$ cat src/rtl/rotational_anisotropy_6_3_field_assert.svh
// Assertion macros for the rotational anisotropy field block.
`ifndef ROTATIONAL_ANISOTROPY_6_3_FIELD_ASSERT_SVH
`define ROTATIONAL_ANISOTROPY_6_3_FIELD_ASSERT_SVH
`ifndef SYNTH
// Same-cycle implication, switched off while reset is high.
`define RAF_ASSERT_IMP(lbl, clk, rst, ante, cons) \
   lbl: assert property (@(posedge clk) disable iff (rst) (ante) |-> (cons)) \
      else $error("raf: same-cycle check failed");
// Next-cycle implication, switched off while reset is high.
`define RAF_ASSERT_NXT(lbl, clk, rst, ante, cons) \
   lbl: assert property (@(posedge clk) disable iff (rst) (ante) |=> (cons)) \
      else $error("raf: next-cycle check failed");
// Next-cycle implication that also holds across reset.
`define RAF_ASSERT_NXT_NR(lbl, clk, ante, cons) \
   lbl: assert property (@(posedge clk) (ante) |=> (cons)) \
      else $error("raf: reset check failed");
`else
`define RAF_ASSERT_IMP(lbl, clk, rst, ante, cons)
`define RAF_ASSERT_NXT(lbl, clk, rst, ante, cons)
`define RAF_ASSERT_NXT_NR(lbl, clk, ante, cons)
`endif
`endif

$ cat src/rtl/raf_ram.sv
// Generic single-write, single-read RAM with registered read data.
module raf_ram #(
   parameter int WIDTH = 32,
   parameter int DEPTH = 16
) (
   input  logic                                   clock,
   input  logic                                   wr_en,
   input  logic [((DEPTH > 1) ? $clog2(DEPTH) : 1)-1:0] wr_addr,
   input  logic [WIDTH-1:0]                       wr_data,
   input  logic                                   rd_en,
   input  logic [((DEPTH > 1) ? $clog2(DEPTH) : 1)-1:0] rd_addr,
   output logic [WIDTH-1:0]                       rd_data
);

   logic [WIDTH-1:0] mem [DEPTH];
   logic [WIDTH-1:0] rd_data_ff;

   // Write port and registered read port.
   always_ff @(posedge clock) begin
      if (wr_en) begin
         mem[wr_addr] <= wr_data;
      end
      if (rd_en) begin
         rd_data_ff <= mem[rd_addr];
      end
   end

   assign rd_data = rd_data_ff;

endmodule

$ cat config.mk
export PLATFORM = sky130hd
export DESIGN_NAME = raf_ram
export DESIGN_NICKNAME = d
export VERILOG_FILES = /design/src/rtl/rotational_anisotropy_6_3_field_assert.svh /design/src/rtl/raf_ram.sv
export SDC_FILE = /design/constraint.sdc
export NUM_CORES = 1
export LEC_CHECK = 0
export ABC_CLOCK_PERIOD_IN_PS = 6100
export BUFFER_PORTS_ARGS = -buffer_cell sky130_fd_sc_hd__buf_2
export CAP_MARGIN = 40
export CORE_MARGIN = 1
export CORE_UTILIZATION = 60
export DETAILED_ROUTE_END_ITERATION = 16
export PLACE_DENSITY = 0.84
export SETUP_SLACK_MARGIN = 0.05
export SYNTH_ARGS = -nofsm -noshare
export SYNTH_HDL_FRONTEND = slang
export SYNTH_SLANG_ARGS = --single-unit
export TNS_END_PERCENT = 100
$ cat constraint.sdc
create_clock -name clock -period 6.1 [get_ports clock]
set_clock_uncertainty 0.05 [all_clocks]
set_input_delay 0 -clock clock [delete_from_list [all_inputs] [get_ports clock]]
set_output_delay 0 -clock clock [all_outputs]
set_load 0.05 [all_outputs]
==> results.py <==
metrics = {
    "run": {
        "maxCapViolCount": 0,
    },
    "synthesis": {
        "synth_area_leader_cell": "edfxtp_1",
        "yosysSeqAreaShare_pct": 81.0,
        "ys_types": 17,
        "synth-edff-count": 544,
        "ys_ff_latch": 544,
        "syn_nets": 881,
        "netlist_area_sq_um": 20200,
        "synthFlopType": "edfxtp_1",
        "synthTopCellsByCount": "544 x edfxtp_1, 128 x mux4_2, 64 x a22oi_1",
        "synth_top_area_share_pct": 81.0,
        "syn_inst": 838,
        "async_reset_ff_share_pct": 0,
        "syn_area_per_cell_sq_um": 24.1,
        "synth_area_leaders": "edfxtp_1 81%, mux4_2 14%, a22oi_1 2.4%",
        "yosysMostFrequentCell": "edfxtp_1",
        "yosysWarnings": 0,
    },
    "power": {
        "clkPwrFrac_pct": 40.1,
        "p_int_uw": 6170,
        "comb_power_share_pct": 5.7,
        "p_sw_uw": 1660,
        "switching_share_pct": 21.2,
        "peakVddDrop_v": 0.000188,
        "power.density_nw_per_um2": 336,
        "share_seq_of_total_power_pct": 54.2,
        "p_leak_uw": 0.00750,
    },
    "worst_hold_path": {
        "hold_depth": 3,
        "hp-class": "in2reg",
    },
    "die": {
        "ios": 75,
        "die_w_um": 185,
        "die_h_um": 185,
        "start_util_pct": 61.5,
        "coreArea_sq_um": 32800,
        "dieArea_sq_um": 34400,
        "std_cell_rows": 66,
    },
    "timing": {
        "fin_crit_sh_pct": 32.8,
        "worst_slew_pin_slew_ns": 0.743,
        "hold_viol": 0,
        "tns_ns": 0,
        "whs_ns": 0.102,
        "fmax_mhz": 500,
        "slew_headroom_pct": 50.4,
        "rsz0062_at_grt": "false",
        "setup_violations": 0,
        "period_minus_slack_ns": 2.00,
        "maxSlewViolCount": 0,
    },
    "critical_path": {
        "crit_fanout": 23,
        "crit_path_max_incr_delay_ns": 0.57,
        "critPathCaptureType": "register",
        "startpoint": "wr_addr[1]",
        "r2r_slack_ns": 4.50,
        "worstSetupPathType": "in2reg",
        "crit_arrival_ns": 2.14,
        "cp_slowest_cell": "buf_4",
        "cp-endpoint": "mem[13][30]",
        "path_cells": "dlygate4sd3_1, buf_2, nand2b_1, nor2_4, buf_4",
        "timing.rr.start": "mem[2][28]",
        "r2r_end": "rd_data[28]",
        "cp.required_ns": 6.25,
        "r2r_cells": 3,
        "crit_path_start_kind": "input port",
    },
    "detailed_routing": {
        "drc": 0,
        "detail-route-antenna-nets": 0,
        "via_per_inst": 6.63,
        "wl_per_cell_um": 31.8,
        "vias": 9741,
        "wirelength_mm": 46.7,
        "first_iter_violations": 1242,
        "drtPass1Iterations": 5,
    },
    "clock_network": {
        "cts_inserted_buffers": 50,
        "cts.repair.resized": 0,
        "clk_pin_slew_ns": 0.06,
        "clockRootBuffer": "clkbuf_16",
        "cts.path.max_buffers": 3,
        "htree_levels": 2,
        "clk_latency_ns": 0.58,
        "cts_tree": "built",
        "cts_sinks": 544,
    },
    "global_route": {
        "gr-total-overflow": 0,
        "grt_max_degree": 60,
        "grt_usage_pct": 28.4,
        "grt_first_pass_wirelength_mm": 66.8,
        "antenna_found_initial": 1,
        "grt_pass1_vias": 10300,
    },
    "final_layout": {
        "final_area_sq_um": 23300,
        "fin_cells": 1469,
        "area_growth_pct": 15.6,
        "layout-drive-gt1-share_pct": 31.9,
        "final_nets": 1027,
        "finish.utilization_pct": 71.1,
    },
    "placed_design": {
        "port_buffers": 74,
        "hpwl_mm": 21.4,
        "globalplace.congestion": 0.721,
        "placed_cells": 1339,
        "place_area_sq_um": 21300,
    },
    "status": {
        "outcome": "complete, no violations",
    },
}
## through the flow
| stage | power (uW) | setup WS, ns |
|---|---|---|
| floorplan | 4570 | 2.87 |
| global placement | 4710 | 3.46 |
| detailed placement | 4740 | 3.56 |
| CTS | 7850 | 4.12 |
| global route | 8010 | 3.97 |
| finish | 7830 | 4.10 |
## logic make-up after synthesis
kind of cell | after synthesis | synth area share [%]
DFF | 544 | 81.0
muxes | 128 | 14.3
AOI/OAI and AO/OA | 64 | 2.38
and+or+nand+nor | 59 | 1.25
buffers and inverters | 43 | 1.10
## final cells by class
| type | instances | area, sq um |
|---|---|---|
| tap | 442 | 553 |
| clock inverter | 35 | 314 |
| fill | 1766 | 9460 |
| antenna | 2 | 5.00 |
| timing repair buffer | 137 | 1020 |
| multi-input combinational | 251 | 3750 |
| clock buffer | 58 | 1350 |
| sequential | 544 | 16300 |
## repair_timing
action                                  CTS  global route
endpoints found under the hold margin   525             0
hold buffers                             35             0
setup buffers                             0             0
endpoints found under the setup margin    0             0
## power by group through the flow
| stage | Combinational (uW) | Clock (uW) | Sequential, uW |
|---|---|---|---|
| 2_1_floorplan | 201 | 0 | 4370 |
| 3_3_place_gp | 397 | 0 | 4310 |
| 3_5_place_dp | 419 | 0 | 4320 |
| 4_1_cts | 447 | 3160 | 4240 |
| 5_1_grt | 470 | 3300 | 4250 |
| 6_report | 447 | 3140 | 4240 |
## placed cells by master, fill, tap and decap left out, types with 3 or more instances in the layout
cell type,instances
edfxtp_1,544
mux4_2,128
buf_2,72
a22oi_1,64
clkbuf_16,53
dlygate4sd3_1,35
nand2_1,33
buf_4,24
nor2_4,13
clkinv_1,12
clkinv_2,9
bufinv_16,5
clkbuf_1,5
nor3_2,4
clkinvlp_4,4
clkinv_4,3
buf_12,3
## registers in the layout (all words and copies together), names as in the netlist
name     flops
mem        512
rd_data     32
## critical path: cells and delay by family
family,cells,cell delay (ns)
buffers and inverters,3,1.30
AND/OR/NAND/NOR,2,0.81
## per-layer routing
layer | GRT usage [%] | up-vias | part of all wire (%)
met1 | 35.4 | 4996 | 34
met3 | 4.66 | 145 | 9.6
li1 | - | 3901 | -
met4 | 14.0 | 0 | 4.5
met2 | 48.6 | 699 | 52
met5 | 0 | - | 0
## worst min path at each step
stage                startpoint     endpoint  slack (ns)
floorplan            wr_data[0]    mem[0][0]        0.05
global placement    wr_data[26]  mem[14][26]        0.31
detailed placement   wr_data[7]    mem[2][7]        0.33
CTS                  wr_addr[0]  mem[12][12]        0.08
global route         wr_addr[0]  mem[12][10]        0.09
finish               wr_addr[0]   mem[12][9]        0.10
(Power assumes the default switching activity.)
