===== src/rtl/rotational_anisotropy_6_3_field_assert.svh =====
// Assertion macros for the rotational anisotropy field block.
`ifndef ROTATIONAL_ANISOTROPY_6_3_FIELD_ASSERT_SVH
`define ROTATIONAL_ANISOTROPY_6_3_FIELD_ASSERT_SVH
`ifndef SYNTH
// Same-cycle implication, switched off while reset is high.
`define RAF_ASSERT_IMP(lbl, clk, rst, ante, cons) \
   lbl: assert property (@(posedge clk) disable iff (rst) (ante) |-> (cons)) \
      else $error("raf: same-cycle check failed");
// Next-cycle implication, switched off while reset is high.
`define RAF_ASSERT_NXT(lbl, clk, rst, ante, cons) \
   lbl: assert property (@(posedge clk) disable iff (rst) (ante) |=> (cons)) \
      else $error("raf: next-cycle check failed");
// Next-cycle implication that also holds across reset.
`define RAF_ASSERT_NXT_NR(lbl, clk, ante, cons) \
   lbl: assert property (@(posedge clk) (ante) |=> (cons)) \
      else $error("raf: reset check failed");
`else
`define RAF_ASSERT_IMP(lbl, clk, rst, ante, cons)
`define RAF_ASSERT_NXT(lbl, clk, rst, ante, cons)
`define RAF_ASSERT_NXT_NR(lbl, clk, ante, cons)
`endif
`endif


===== src/rtl/raf_mulq.sv =====
// Two-stage signed multiplier with a truncating right shift toward zero.
module raf_mulq #(
   parameter int WA = 32,
   parameter int WB = 32,
   parameter int WO = 34,
   parameter int SH = 30
) (
   input  logic                 clock,
   input  logic                 en,
   input  logic signed [WA-1:0] a,
   input  logic signed [WB-1:0] b,
   output logic signed [WO-1:0] p
);

   localparam int LO = WB / 2;
   localparam int HI = WB - LO;
   localparam int WP = WA + WB;
   localparam logic [WP-1:0] RND = {{(WP-SH){1'b0}}, {SH{1'b1}}};

   logic signed [WA+LO:0]   pl_ff;
   logic signed [WA+HI-1:0] ph_ff;
   logic signed [WO-1:0]    p_ff;
   logic signed [WP-1:0]    full;
   logic signed [WP-1:0]    adj;
   logic signed [WP-1:0]    shv;

   // First stage: two partial products over the halves of b.
   always_ff @(posedge clock) begin
      if (en) begin
         pl_ff <= a * $signed({1'b0, b[LO-1:0]});
         ph_ff <= a * $signed(b[WB-1:LO]);
      end
   end

   // Second stage: recombine, bias negative values and shift.
   always_comb begin
      full = (WP'(ph_ff) <<< LO) + WP'(pl_ff);
      adj  = full + $signed(full[WP-1] ? RND : '0);
      shv  = adj >>> SH;
   end

   always_ff @(posedge clock) begin
      if (en) begin
         p_ff <= shv[WO-1:0];
      end
   end

   assign p = p_ff;

endmodule


===== config.mk =====
export PLATFORM = sky130hd
export DESIGN_NAME = raf_mulq
export DESIGN_NICKNAME = d
export VERILOG_FILES = /design/src/rtl/rotational_anisotropy_6_3_field_assert.svh /design/src/rtl/raf_mulq.sv
export SDC_FILE = /design/constraint.sdc
export NUM_CORES = 2
export LEC_CHECK = 0
export BUFFER_PORTS_ARGS = -buffer_cell sky130_fd_sc_hd__buf_2
export CAP_MARGIN = 20
export CORE_ASPECT_RATIO = 0.5
export CORE_MARGIN = 1.5
export CORE_UTILIZATION = 25
export CTS_CLUSTER_DIAMETER = 120
export DETAILED_ROUTE_END_ITERATION = 7
export PLACE_DENSITY = 0.4
export RECOVER_POWER = 25
export SYNTH_ARGS = -nofsm -noshare
export SYNTH_HDL_FRONTEND = slang
export SYNTH_SLANG_ARGS = --single-unit

===== constraint.sdc =====
create_clock -name clock -period 11.16 [get_ports clock]
set_input_delay 2.232 -clock clock [delete_from_list [all_inputs] [get_ports clock]]
set_output_delay 2.232 -clock clock [all_outputs]
set_load 0.03 [all_outputs]

==> impl_results.html <==
<table>
<tr><th>Metric</th><th>Value</th></tr>
<tr><th colspan="2">Route</th></tr>
<tr><td>Mean routed wirelength per cell</td><td>about 20 um</td></tr>
<tr><td>Via/cell ratio</td><td>between 4 and 5</td></tr>
<tr><td>Remaining design rule violation count</td><td>0</td></tr>
<tr><td>Iteration-0 DRC Markers</td><td>1829</td></tr>
<tr><td>Remaining antenna violation count</td><td>0</td></tr>
<tr><td>Total via count in the routed design</td><td>about 32k</td></tr>
<tr><td>DRT Wirelength</td><td>about 140000 um</td></tr>
<tr><td>Detailed Routing Iterations Pass 1</td><td>5</td></tr>
<tr><th colspan="2">Placement</th></tr>
<tr><td>Port buffer count</td><td>just under 100</td></tr>
<tr><td>Post-Place Worst Slack</td><td>roughly 1.1 ns</td></tr>
<tr><td>Post-detailed-placement half-perimeter wirelength</td><td>~110000 um</td></tr>
<tr><td>GP Congestion</td><td>slightly above 0.8</td></tr>
<tr><th colspan="2">CTS</th></tr>
<tr><td>Cts hold-fix bufs</td><td>0</td></tr>
<tr><td>H-Tree Depth</td><td>4</td></tr>
<tr><td>Number of gates resized after CTS</td><td>0</td></tr>
<tr><td>Number of buffers added for setup after CTS</td><td>0</td></tr>
<tr><td>TritonCTS clock tree</td><td>yes</td></tr>
<tr><td>Maximum clock insertion buffer count</td><td>2</td></tr>
<tr><td>Clock Latency Late Sink</td><td>0.46 ns</td></tr>
<tr><td>Root buf cell</td><td>clkbuf_16</td></tr>
<tr><td>Worst-path clk slew</td><td>0.07 ns</td></tr>
<tr><td>Cts bufs inserted</td><td>17</td></tr>
<tr><td>Clock tree sinks</td><td>approximately 130</td></tr>
<tr><th colspan="2">Yosys</th></tr>
<tr><td>Number of nets in the synthesized netlist</td><td>6207</td></tr>
<tr><td>Yosys warning count</td><td>0</td></tr>
<tr><td>Number of flops mapped to enable cells by yosys</td><td>roughly 130</td></tr>
<tr><td>Mapped Area</td><td>43940 sq um</td></tr>
<tr><td>Prevailing post-synth register cell</td><td>edfxtp_1</td></tr>
<tr><td>Mapped Avg Cell Area</td><td>around 9.0 sq um</td></tr>
<tr><td>Synth Register Bits</td><td>around 130</td></tr>
<tr><td>Cell variety after synth</td><td>73</td></tr>
<tr><td>Synthesized netlist cell count</td><td>4858</td></tr>
<tr><td>Sequential area share after synthesis</td><td>0.08952</td></tr>
<tr><td>FFs w/ async S/R, synth</td><td>0</td></tr>
<tr><th colspan="2">GRT</th></tr>
<tr><td>Pin count of the biggest net entering global routing</td><td>slightly below 70</td></tr>
<tr><td>First-pass GRT wire length</td><td>roughly 220000 um</td></tr>
<tr><td>Antenna violations before repair</td><td>10</td></tr>
<tr><td>Overall track demand over capacity in global routing</td><td>0.1643</td></tr>
<tr><td>Number of global-route vias before repair</td><td>36.20k</td></tr>
<tr><td>Remaining global-route overflow</td><td>0</td></tr>
<tr><th colspan="2">Worst setup path</th></tr>
<tr><td>Critical Path End</td><td>pl_ff[42]</td></tr>
<tr><td>Setup crit start</td><td>a[0]</td></tr>
<tr><td>Worst reg2reg path startpoint</td><td>pl_ff[22]</td></tr>
<tr><td>R2r setup slk</td><td>slightly above 3 ns</td></tr>
<tr><td>Critical Path Source Type</td><td>input port</td></tr>
<tr><td>Critical Path RT</td><td>11.34 ns</td></tr>
<tr><td>Critical path class</td><td>input port to flop</td></tr>
<tr><td>CP Capture Type</td><td>flop</td></tr>
<tr><td>Data arrival at the endpoint of the critical path</td><td>approximately 9.9 ns</td></tr>
<tr><td>Peak fanout along the critical path</td><td>24</td></tr>
<tr><td>Destination of the worst register-to-register timing path</td><td>p[33]</td></tr>
<tr><td>Depth of the worst register-to-register path</td><td>19</td></tr>
<tr><th colspan="2">Min path</th></tr>
<tr><td>Hold WC Path Type</td><td>flop to flop</td></tr>
<tr><th colspan="2">Final layout</th></tr>
<tr><td>Net count of the finished layout</td><td>slightly above 6k</td></tr>
<tr><td>Fraction of layout instances using a drive strength above 1</td><td>0.04076</td></tr>
<tr><td># fillers</td><td>between 15k and 20k</td></tr>
<tr><td>Layout area overhead</td><td>8.104%</td></tr>
<tr><td>Leading cell types in the layout, fill and taps excluded</td><td>inv_1, fa_1, nand2_1</td></tr>
<tr><td>Leading cell type in the layout, fill and taps excluded</td><td>inv_1</td></tr>
<tr><th colspan="2">Timing</th></tr>
<tr><td>Post-Route Skew</td><td>about 0.012 ns</td></tr>
<tr><td>Final critical path time including I/O delays and setup</td><td>around 9.7 ns</td></tr>
<tr><td>Final hold violation count</td><td>0</td></tr>
<tr><td>Fraction of the cycle the final worst path needs</td><td>0.8688</td></tr>
<tr><td>Total count of max-transition violations in the final report</td><td>between 90 and 100</td></tr>
<tr><td>Relative slew slack</td><td>-1.985</td></tr>
<tr><td>Actual transition at the worst max-transition pin</td><td>between 4 and 5 ns</td></tr>
<tr><td>Slack of the critical path</td><td>around 1.5 ns</td></tr>
<tr><td>Total Negative Setup Slacks</td><td>0 ns</td></tr>
<tr><td>RSZ-0062 raised after global routing</td><td>no</td></tr>
<tr><td>Number of setup violations in the final report</td><td>0</td></tr>
<tr><td>Highest achievable clock rate</td><td>roughly 0.10 GHz</td></tr>
<tr><th colspan="2">Job</th></tr>
<tr><td>Max-cap violation count</td><td>2</td></tr>
<tr><th colspan="2">Floorplan</th></tr>
<tr><td>Number of ports placed on the die boundary</td><td>100</td></tr>
<tr><td>Effective utilization at floorplan</td><td>0.2525</td></tr>
<tr><td>Std-Cell Rows</td><td>around 110</td></tr>
<tr><td>Placeable core area</td><td>around 170000 sq um</td></tr>
<tr><td>Die extent in y</td><td>about 300 um</td></tr>
<tr><td>Width of the die</td><td>595.9 um</td></tr>
<tr><td>Total die area</td><td>between 150000 and 200000 sq um</td></tr>
<tr><th colspan="2">Status</th></tr>
<tr><td>Violations in the final reports</td><td>max-capacitance violations, max-slew violations</td></tr>
<tr><td>Run status</td><td>finished, violations left</td></tr>
</table>
-- stage by stage --
| stage | std cells | area (sq um) | utilization | hold WS (ns) |
|---|---|---|---|---|
| final | 7147 | 47500 | 0.2729 | 0.9617 |
| after global placement | 7112 | 46960 | 0.2698 | 0.9411 |
| after CTS | 7143 | 47510 | 0.2730 | 0.9740 |
| after floorplan | 4858 | 43940 | - | 0.8004 |
| after global routing | 7146 | 47500 | 0.2729 | 1.065 |
| after detailed placement | 7112 | 46960 | 0.2698 | 0.9631 |
-- cells by family after synthesis --
group	Yosys count	share of synthesized area
fa+ha+maj	1283	0.5321
flops	131	0.08952
simple gates	1450	0.1597
xor+xnor	159	0.03169
buf+inv	1347	0.1152
compound gates	488	0.07184
-- registers in the layout (all words and copies together) (netlist names) --
signal and cells:
pl_ff 49, ph_ff 48, p 34
-- cell usage after synthesis (8+ instances only) --
master    instances  area, sq um
edfxtp_1        131         3934
inv_1          1135         4260
fa_1            976        19540
a31oi_1           8        50.05
a21oi_1         143        715.7
o21ai_0          89        445.4
xor2_1           57        499.2
o21bai_1         19        142.6
nand3_1          39        195.2
nand2b_1         24        150.1
nand2_1         711         2669
and3_1           21        131.4
or3_1            10        62.56
o21a_1           25        187.7
o31ai_1           9        67.56
clkbuf_1        204        765.7
a211oi_1         18        135.1
xnor2_1         102        893.4
a21o_1           98        735.7
nor2b_1          18        112.6
and2_1          403         2521
nor3_1           27        135.1
o211ai_1         13        97.59
ha_1            307         3841
nor2_1          119        446.7
nand4_1          32        200.2
nor4b_1           8        70.07
-- worst min-delay path by stage --
stage	slack (ns)	from	cells after the start	endpoint
6_report	0.96	ph_ff[18]	3	p[4]
3_3_place_gp	0.94	ph_ff[18]	3	p[4]
3_5_place_dp	0.96	ph_ff[18]	3	p[4]
5_1_grt	1.07	ph_ff[16]	4	p[2]
4_1_cts	0.97	ph_ff[18]	3	p[4]
2_1_floorplan	0.80	ph_ff[46]	3	p[32]
-- worst max-delay path: stages --
cell and delay [ns]:
clkbuf_1 1.22, and2_1 0.27, ha_1 0.14, inv_1 0.05
fa_1 0.49, inv_1 0.06, fa_1 0.50, fa_1 0.43
fa_1 0.49, inv_1 0.05, fa_1 0.47, inv_1 0.04
ha_1 0.37, nand3_1 0.17, nor2_1 0.23, nand2_1 0.07
a2111oi_0 0.80, buf_4 0.26, o21ai_0 0.15, nand4_1 0.24
a31oi_1 0.19, o21ai_0 0.17, a31oi_1 0.16, xnor2_1 0.57
-- cell type report --
| class | instances | area (sq um) | share of cell area |
|---|---|---|---|
| timing repair buffer | 155 | 903.4 | 0.01902 |
| inverter | 1136 | 4264 | 0.08977 |
| clock buffer | 17 | 425.4 | 0.008956 |
| sequential | 131 | 3934 | 0.08281 |
| antenna | 4 | 10.01 | 0.0002107 |
| multi-input combinational | 3380 | 34950 | 0.7357 |
| clock inverter | 14 | 128.9 | 0.002713 |
| tap | 2310 | 2890 | 0.06085 |
-- layer usage --
metal	share of wire	global-route usage	vias up
met5	0.00024	0	-
met4	0.015	0.03348	6
met3	0.040	0.01512	97
met2	0.47	0.2814	691
met1	0.47	0.2259	17038
li1	-	-	14532
Power is left out: the tool's default activity adds up to more than one toggle a clock period on the data nets, which glitch-free logic cannot reach.
