File: src/rtl/rotational_anisotropy_6_3_field_assert.svh
// Assertion macros for the rotational anisotropy field block.
`ifndef ROTATIONAL_ANISOTROPY_6_3_FIELD_ASSERT_SVH
`define ROTATIONAL_ANISOTROPY_6_3_FIELD_ASSERT_SVH
`ifndef SYNTH
// Same-cycle implication, switched off while reset is high.
`define RAF_ASSERT_IMP(lbl, clk, rst, ante, cons) \
   lbl: assert property (@(posedge clk) disable iff (rst) (ante) |-> (cons)) \
      else $error("raf: same-cycle check failed");
// Next-cycle implication, switched off while reset is high.
`define RAF_ASSERT_NXT(lbl, clk, rst, ante, cons) \
   lbl: assert property (@(posedge clk) disable iff (rst) (ante) |=> (cons)) \
      else $error("raf: next-cycle check failed");
// Next-cycle implication that also holds across reset.
`define RAF_ASSERT_NXT_NR(lbl, clk, ante, cons) \
   lbl: assert property (@(posedge clk) (ante) |=> (cons)) \
      else $error("raf: reset check failed");
`else
`define RAF_ASSERT_IMP(lbl, clk, rst, ante, cons)
`define RAF_ASSERT_NXT(lbl, clk, rst, ante, cons)
`define RAF_ASSERT_NXT_NR(lbl, clk, ante, cons)
`endif
`endif

File: src/rtl/raf_pkg.sv
// Shared widths, codes, types and helpers of the rotational anisotropy field block.
package raf_pkg;

   // Field widths of the channels.
   localparam int MAT_W    = 4;
   localparam int SEL_W    = 3;
   localparam int COEF_W   = 32;
   localparam int SPIN_W   = 32;
   localparam int FIELD_W  = 48;
   localparam int NUM_COEF = 7;

   // Fixed point shift of the multiplier products in the main datapath.
   localparam int QSH = 30;

   // Internal datapath widths, sized from the value ranges.
   localparam int P1_W   = 34;
   localparam int SZ_W   = 36;
   localparam int SQ_W   = 40;
   localparam int K_W    = 37;
   localparam int S4_W   = 46;
   localparam int KS_W   = 41;
   localparam int NUM_W  = 45;
   localparam int POLY_W = 50;
   localparam int T_W    = 56;
   localparam int TE_W   = 60;
   localparam int XC_W   = 58;
   localparam int CT_W   = 60;
   localparam int SUM_W  = 62;

   // Three in Q.30.
   localparam logic signed [NUM_W-1:0] THREE_Q30 = 45'sd3221225472;

   // Division by eleven: reciprocal floor(2^48 / 11) and its shift.
   localparam int DIV_SH  = 48;
   localparam int DIV_M_W = 46;
   localparam logic signed [DIV_M_W-1:0] DIV_M = 46'sd25588634246423;
   localparam int REM_W = 5;
   localparam logic [REM_W-1:0] DIV_D = 5'd11;

   // Request codes.
   localparam logic REQ_COMPUTE = 1'b0;
   localparam logic REQ_LOAD    = 1'b1;

   // Data that travels alongside the arithmetic.
   typedef struct packed {
      logic                               active;
      logic [2:0][FIELD_W-1:0]            field;
      logic [NUM_COEF-1:0][COEF_W-1:0]    coef;
   } raf_side_type;

   // Clamp a wide sum to the signed field range.
   function automatic logic signed [FIELD_W-1:0] sat_field(input logic signed [SUM_W-1:0] v);
      logic [SUM_W-FIELD_W:0] hi;
      hi = v[SUM_W-1:FIELD_W-1];
      if (hi == '0 || hi == '1) begin
         return v[FIELD_W-1:0];
      end else if (v[SUM_W-1]) begin
         return {1'b1, {(FIELD_W-1){1'b0}}};
      end else begin
         return {1'b0, {(FIELD_W-1){1'b1}}};
      end
   endfunction

endpackage

File: src/rtl/raf_mulq.sv
// Two-stage signed multiplier with a truncating right shift toward zero.
module raf_mulq #(
   parameter int WA = 32,
   parameter int WB = 32,
   parameter int WO = 34,
   parameter int SH = 30
) (
   input  logic                 clock,
   input  logic                 en,
   input  logic signed [WA-1:0] a,
   input  logic signed [WB-1:0] b,
   output logic signed [WO-1:0] p
);

   localparam int LO = WB / 2;
   localparam int HI = WB - LO;
   localparam int WP = WA + WB;
   localparam logic [WP-1:0] RND = {{(WP-SH){1'b0}}, {SH{1'b1}}};

   logic signed [WA+LO:0]   pl_ff;
   logic signed [WA+HI-1:0] ph_ff;
   logic signed [WO-1:0]    p_ff;
   logic signed [WP-1:0]    full;
   logic signed [WP-1:0]    adj;
   logic signed [WP-1:0]    shv;

   // First stage: two partial products over the halves of b.
   always_ff @(posedge clock) begin
      if (en) begin
         pl_ff <= a * $signed({1'b0, b[LO-1:0]});
         ph_ff <= a * $signed(b[WB-1:LO]);
      end
   end

   // Second stage: recombine, bias negative values and shift.
   always_comb begin
      full = (WP'(ph_ff) <<< LO) + WP'(pl_ff);
      adj  = full + $signed(full[WP-1] ? RND : '0);
      shv  = adj >>> SH;
   end

   always_ff @(posedge clock) begin
      if (en) begin
         p_ff <= shv[WO-1:0];
      end
   end

   assign p = p_ff;

endmodule

File: src/rtl/raf_div11.sv
// Five-stage signed division by eleven, truncating toward zero.
module raf_div11 import raf_pkg::*; (
   input  logic                    clock,
   input  logic                    en,
   input  logic signed [NUM_W-1:0] n,
   output logic signed [NUM_W-1:0] q
);

   logic                    neg_a_ff;
   logic [NUM_W-1:0]        mag_a_ff;
   logic [1:0]              neg_d_ff;
   logic [NUM_W-1:0]        mag_d_ff [2];
   logic signed [NUM_W-1:0] q0;
   logic [NUM_W-1:0]        rem_full;
   logic [REM_W-1:0]        rem_ff;
   logic [NUM_W-1:0]        q0_ff;
   logic                    neg_c_ff;
   logic [NUM_W-1:0]        qm;
   logic signed [NUM_W-1:0] q_ff;

   // Split into sign and magnitude.
   always_ff @(posedge clock) begin
      if (en) begin
         neg_a_ff <= n[NUM_W-1];
         mag_a_ff <= n[NUM_W-1] ? NUM_W'(-n) : NUM_W'(n);
      end
   end

   // Quotient estimate from the reciprocal; it is low by at most one.
   raf_mulq #(
      .WA(NUM_W + 1), .WB(DIV_M_W), .WO(NUM_W), .SH(DIV_SH)
   ) u_recip (
      .clock(clock), .en(en), .a($signed({1'b0, mag_a_ff})), .b(DIV_M), .p(q0)
   );

   // Keep sign and magnitude in step with the multiplier.
   always_ff @(posedge clock) begin
      if (en) begin
         neg_d_ff    <= {neg_d_ff[0], neg_a_ff};
         mag_d_ff[0] <= mag_a_ff;
         mag_d_ff[1] <= mag_d_ff[0];
      end
   end

   // Remainder of the estimate.
   assign rem_full = mag_d_ff[1] - NUM_W'(q0) * NUM_W'(11);

   always_ff @(posedge clock) begin
      if (en) begin
         rem_ff   <= rem_full[REM_W-1:0];
         q0_ff    <= q0;
         neg_c_ff <= neg_d_ff[1];
      end
   end

   // Correct the estimate and restore the sign.
   assign qm = q0_ff + NUM_W'(rem_ff >= DIV_D);

   always_ff @(posedge clock) begin
      if (en) begin
         q_ff <= neg_c_ff ? $signed(-qm) : $signed(qm);
      end
   end

   assign q = q_ff;

endmodule
File: config.mk
export PLATFORM = sky130hd
export DESIGN_NAME = raf_div11
export DESIGN_NICKNAME = d
export VERILOG_FILES = /design/src/rtl/rotational_anisotropy_6_3_field_assert.svh /design/src/rtl/raf_pkg.sv /design/src/rtl/raf_mulq.sv /design/src/rtl/raf_div11.sv
export SDC_FILE = /design/constraint.sdc
export NUM_CORES = 2
export LEC_CHECK = 0
export BUFFER_PORTS_ARGS = -buffer_cell sky130_fd_sc_hd__buf_4
export CORE_MARGIN = 2
export CORE_UTILIZATION = 55
export DETAILED_ROUTE_END_ITERATION = 6
export PLACE_DENSITY = 0.71
export SYNTH_ARGS = -nofsm -noshare
export SYNTH_HDL_FRONTEND = slang
export SYNTH_SLANG_ARGS = --single-unit
File: constraint.sdc
create_clock -name clock -period 12.33 [get_ports clock]
set_input_delay 2.466 -clock clock [delete_from_list [all_inputs] [get_ports clock]]
set_output_delay 2.466 -clock clock [all_outputs]
set_load 0.01 [all_outputs]
==> results.cfg <==
[run_status]
status = complete, no violations

[setup_path]
end_kind = flip-flop
r2r_slack_ns = 3.69
crit_fanout = 12
critPathKind = reg -> reg
cp_common_cell = fa_1
r2r-end = u_recip.pl_ff[67]
r2r_cells = 21
cpMaxStageDelayCell = fa_1
cp_cell_sequence = fa_1 > fa_1 > fa_1 > inv_1 > fa_1 > fa_1 > inv_1 > fa_1 > fa_1 > ha_1 > nand3_1 > o22ai_1 > a211oi_1 > a211oi_1 > nor3_1 > a21oi_1 > a211oi_1 > o31ai_1 > a221o_1 > a21oi_1 > xnor2_1
worst_ep_arrival_time_ns = 8.93
r2r-start = mag_a_ff[0]
start_kind = flip-flop
crit_required_ns = 12.61
critical-path-max-stage-delay_ns = 0.82

[min_path]
hp-class = reg -> reg
min_to = neg_d_ff[0]
hold_path_depth = 0
holdCritStartpoint = neg_a_ff

[synthesis]
synth_common_cells = inv_1 (1300), fa_1 (776), ha_1 (708), edfxtp_1 (301), xnor2_1 (193)
synthDominantCellAreaShare = 0.331
synthCells = 4426
avgSynthCellArea_um2 = 10.6
syn-num-nets = 5957
yosys.cell_count.top_type = inv_1
synth-async-reset-ratio = 0
yosys_register_bits = 301
ys_seq_area_frac = 0.193
syn_area_um2 = 46900
synth_cell_type_count = 71
yosysWarnings = 0
yosys_most_used_dff = edfxtp_1
synth-edff-count = 301
yosys-top-cells-area = fa_1 (33%), edfxtp_1 (19%), ha_1 (19%)
yosysTopAreaCell = fa_1

[floorplan]
coreArea_um2 = 84900
fp-row-count = 107
die_area_um2 = 87700
ios = 92
die-width_um = 296
fp.dieH_um = 296
start_util = 0.553

[routing]
wl_met2_mm = 54.7
wire_per_inst_um = 22.4
ant_nets = 0
drc = 0
top_layer_used = met5
wl_met1_mm = 55.5
vias = 31200
routed_wl_mm = 128
dr.pass1.iters = 6
via_per_inst = 5.46
dr_wl_met3_mm = 13.3
drtIter0Drc = 2582

[cells_and_area]
area_growth_pct = 7.03
diodes = 0
drive_above_1_share = 0.0447
final_util = 0.592
fillCellCount = 7203
nNetsFinal = 6070

[timing]
rsz0062_at_grt = no
fin_crit_ns = 8.64
finalClockSkew_ns = 0.0160
maxSlewViolCount = 0
finalSetupViolCount = 0
setup-tns-final_ns = 0
slew_headroom = 0.262
final-hold-violation-count = 0
worst_pin_slew_ns = 1.11
fmax_ghz = 0.116
finalCritPeriodShare = 0.701

[grt]
antenna_found_initial = 7
grt_max_degree = 86
grt_usage = 0.302
grt_pass1_vias = 32200
grt_pass1_wl_mm = 194
grt_overflow = 0

[clocking]
clk_latency_ns = 0.56
cts_sinks = 301
cts_setup_buffers = 0
path_clk_slew_ns = 0.06
cts_resized = 0
cts_made_buffers = 35
holdBufCountCts = 0
h-tree-depth = 2
cts_buffer_depth = 3
tritoncts = built
cts_root_buf = clkbuf_16

[job]
drv_cap = 0

[placement]
gp_congestion = 1.03
port_buffers = 91
dp_hpwl_mm = 111
cell families after synthesis:
kind of cell | Yosys count | synth area share
compound gates | 525 | 0.0713
xor+xnor | 291 | 0.0543
fa+ha+maj | 1484 | 0.520
buf+inv | 1338 | 0.107
flops | 301 | 0.193
mux | 2 | 0.000480
simple gates | 485 | 0.0543
state kept, by name (all words and copies together) (netlist names):
name	flops
u_recip.ph_ff	65
mag_a_ff	45
q	45
mag_d_ff	6
neg_d_ff	2
neg_c_ff	1
rem_ff	5
u_recip.p	43
q0_ff	43
neg_a_ff	1
u_recip.pl_ff	45
critical path: cells and delay by family, from the launching register on:
kind	cells	cell delay [ns]
AO/OA/AOI/OAI	8	2.58
XOR/XNOR	1	0.08
adder cells (fa/ha/maj)	8	4.28
buffers and inverters	2	0.14
flip-flops	1	0.67
AND/OR/NAND/NOR	2	0.63
per-layer routing:
metal / global-route usage / vias up
met3: 0.0907 / 200
met1: 0.432 / 15500
met5: 0 / -
li1: - / 14300
met2: 0.446 / 1145
met4: 0.0886 / 6
worst max-delay path by stage:
stage | to | slack, ns | startpoint
2_1_floorplan | u_recip.pl_ff[67] | 4.97 | mag_a_ff[4]
3_3_place_gp | u_recip.pl_ff[67] | 3.76 | mag_a_ff[0]
3_5_place_dp | u_recip.pl_ff[67] | 3.69 | mag_a_ff[0]
4_1_cts | u_recip.pl_ff[67] | 3.67 | mag_a_ff[0]
5_1_grt | u_recip.pl_ff[67] | 3.41 | mag_a_ff[0]
6_report | u_recip.pl_ff[67] | 3.69 | mag_a_ff[0]
cells in the final DEF, fill, tap and decap left out, types with 88 or more instances in the layout:
master	netlist	layout
inv_1	1300	1300
fa_1	776	776
ha_1	708	708
edfxtp_1	301	301
xnor2_1	193	193
a21oi_1	157	157
nand2_1	119	119
buf_4	0	113
o21ai_0	107	107
xor2_1	98	98
a21o_1	88	88
through the flow:
stage | std cells | cell area [um^2] | setup slack (ns) | hold WS, ns
after floorplan | 4426 | 46900 | 4.97 | 0.400
after global placement | 5646 | 49100 | 3.76 | 0.402
after detailed placement | 5646 | 49100 | 3.69 | 0.405
after CTS | 5708 | 50200 | 3.67 | 0.415
after global routing | 5708 | 50200 | 3.41 | 0.423
final | 5708 | 50200 | 3.69 | 0.413
final cells by class:
class / instances / area, um^2 / area share
timing repair buffer: 114 / 863 / 0.0172
clock inverter: 23 / 260 / 0.00518
tap: 1144 / 1430 / 0.0285
clock buffer: 39 / 891 / 0.0177
multi-input combinational: 2787 / 32900 / 0.654
sequential: 301 / 9040 / 0.180
inverter: 1300 / 4880 / 0.0972
Power is not shown: default switching activity piles up to over one toggle a cycle in this logic, so the estimate is an artifact.
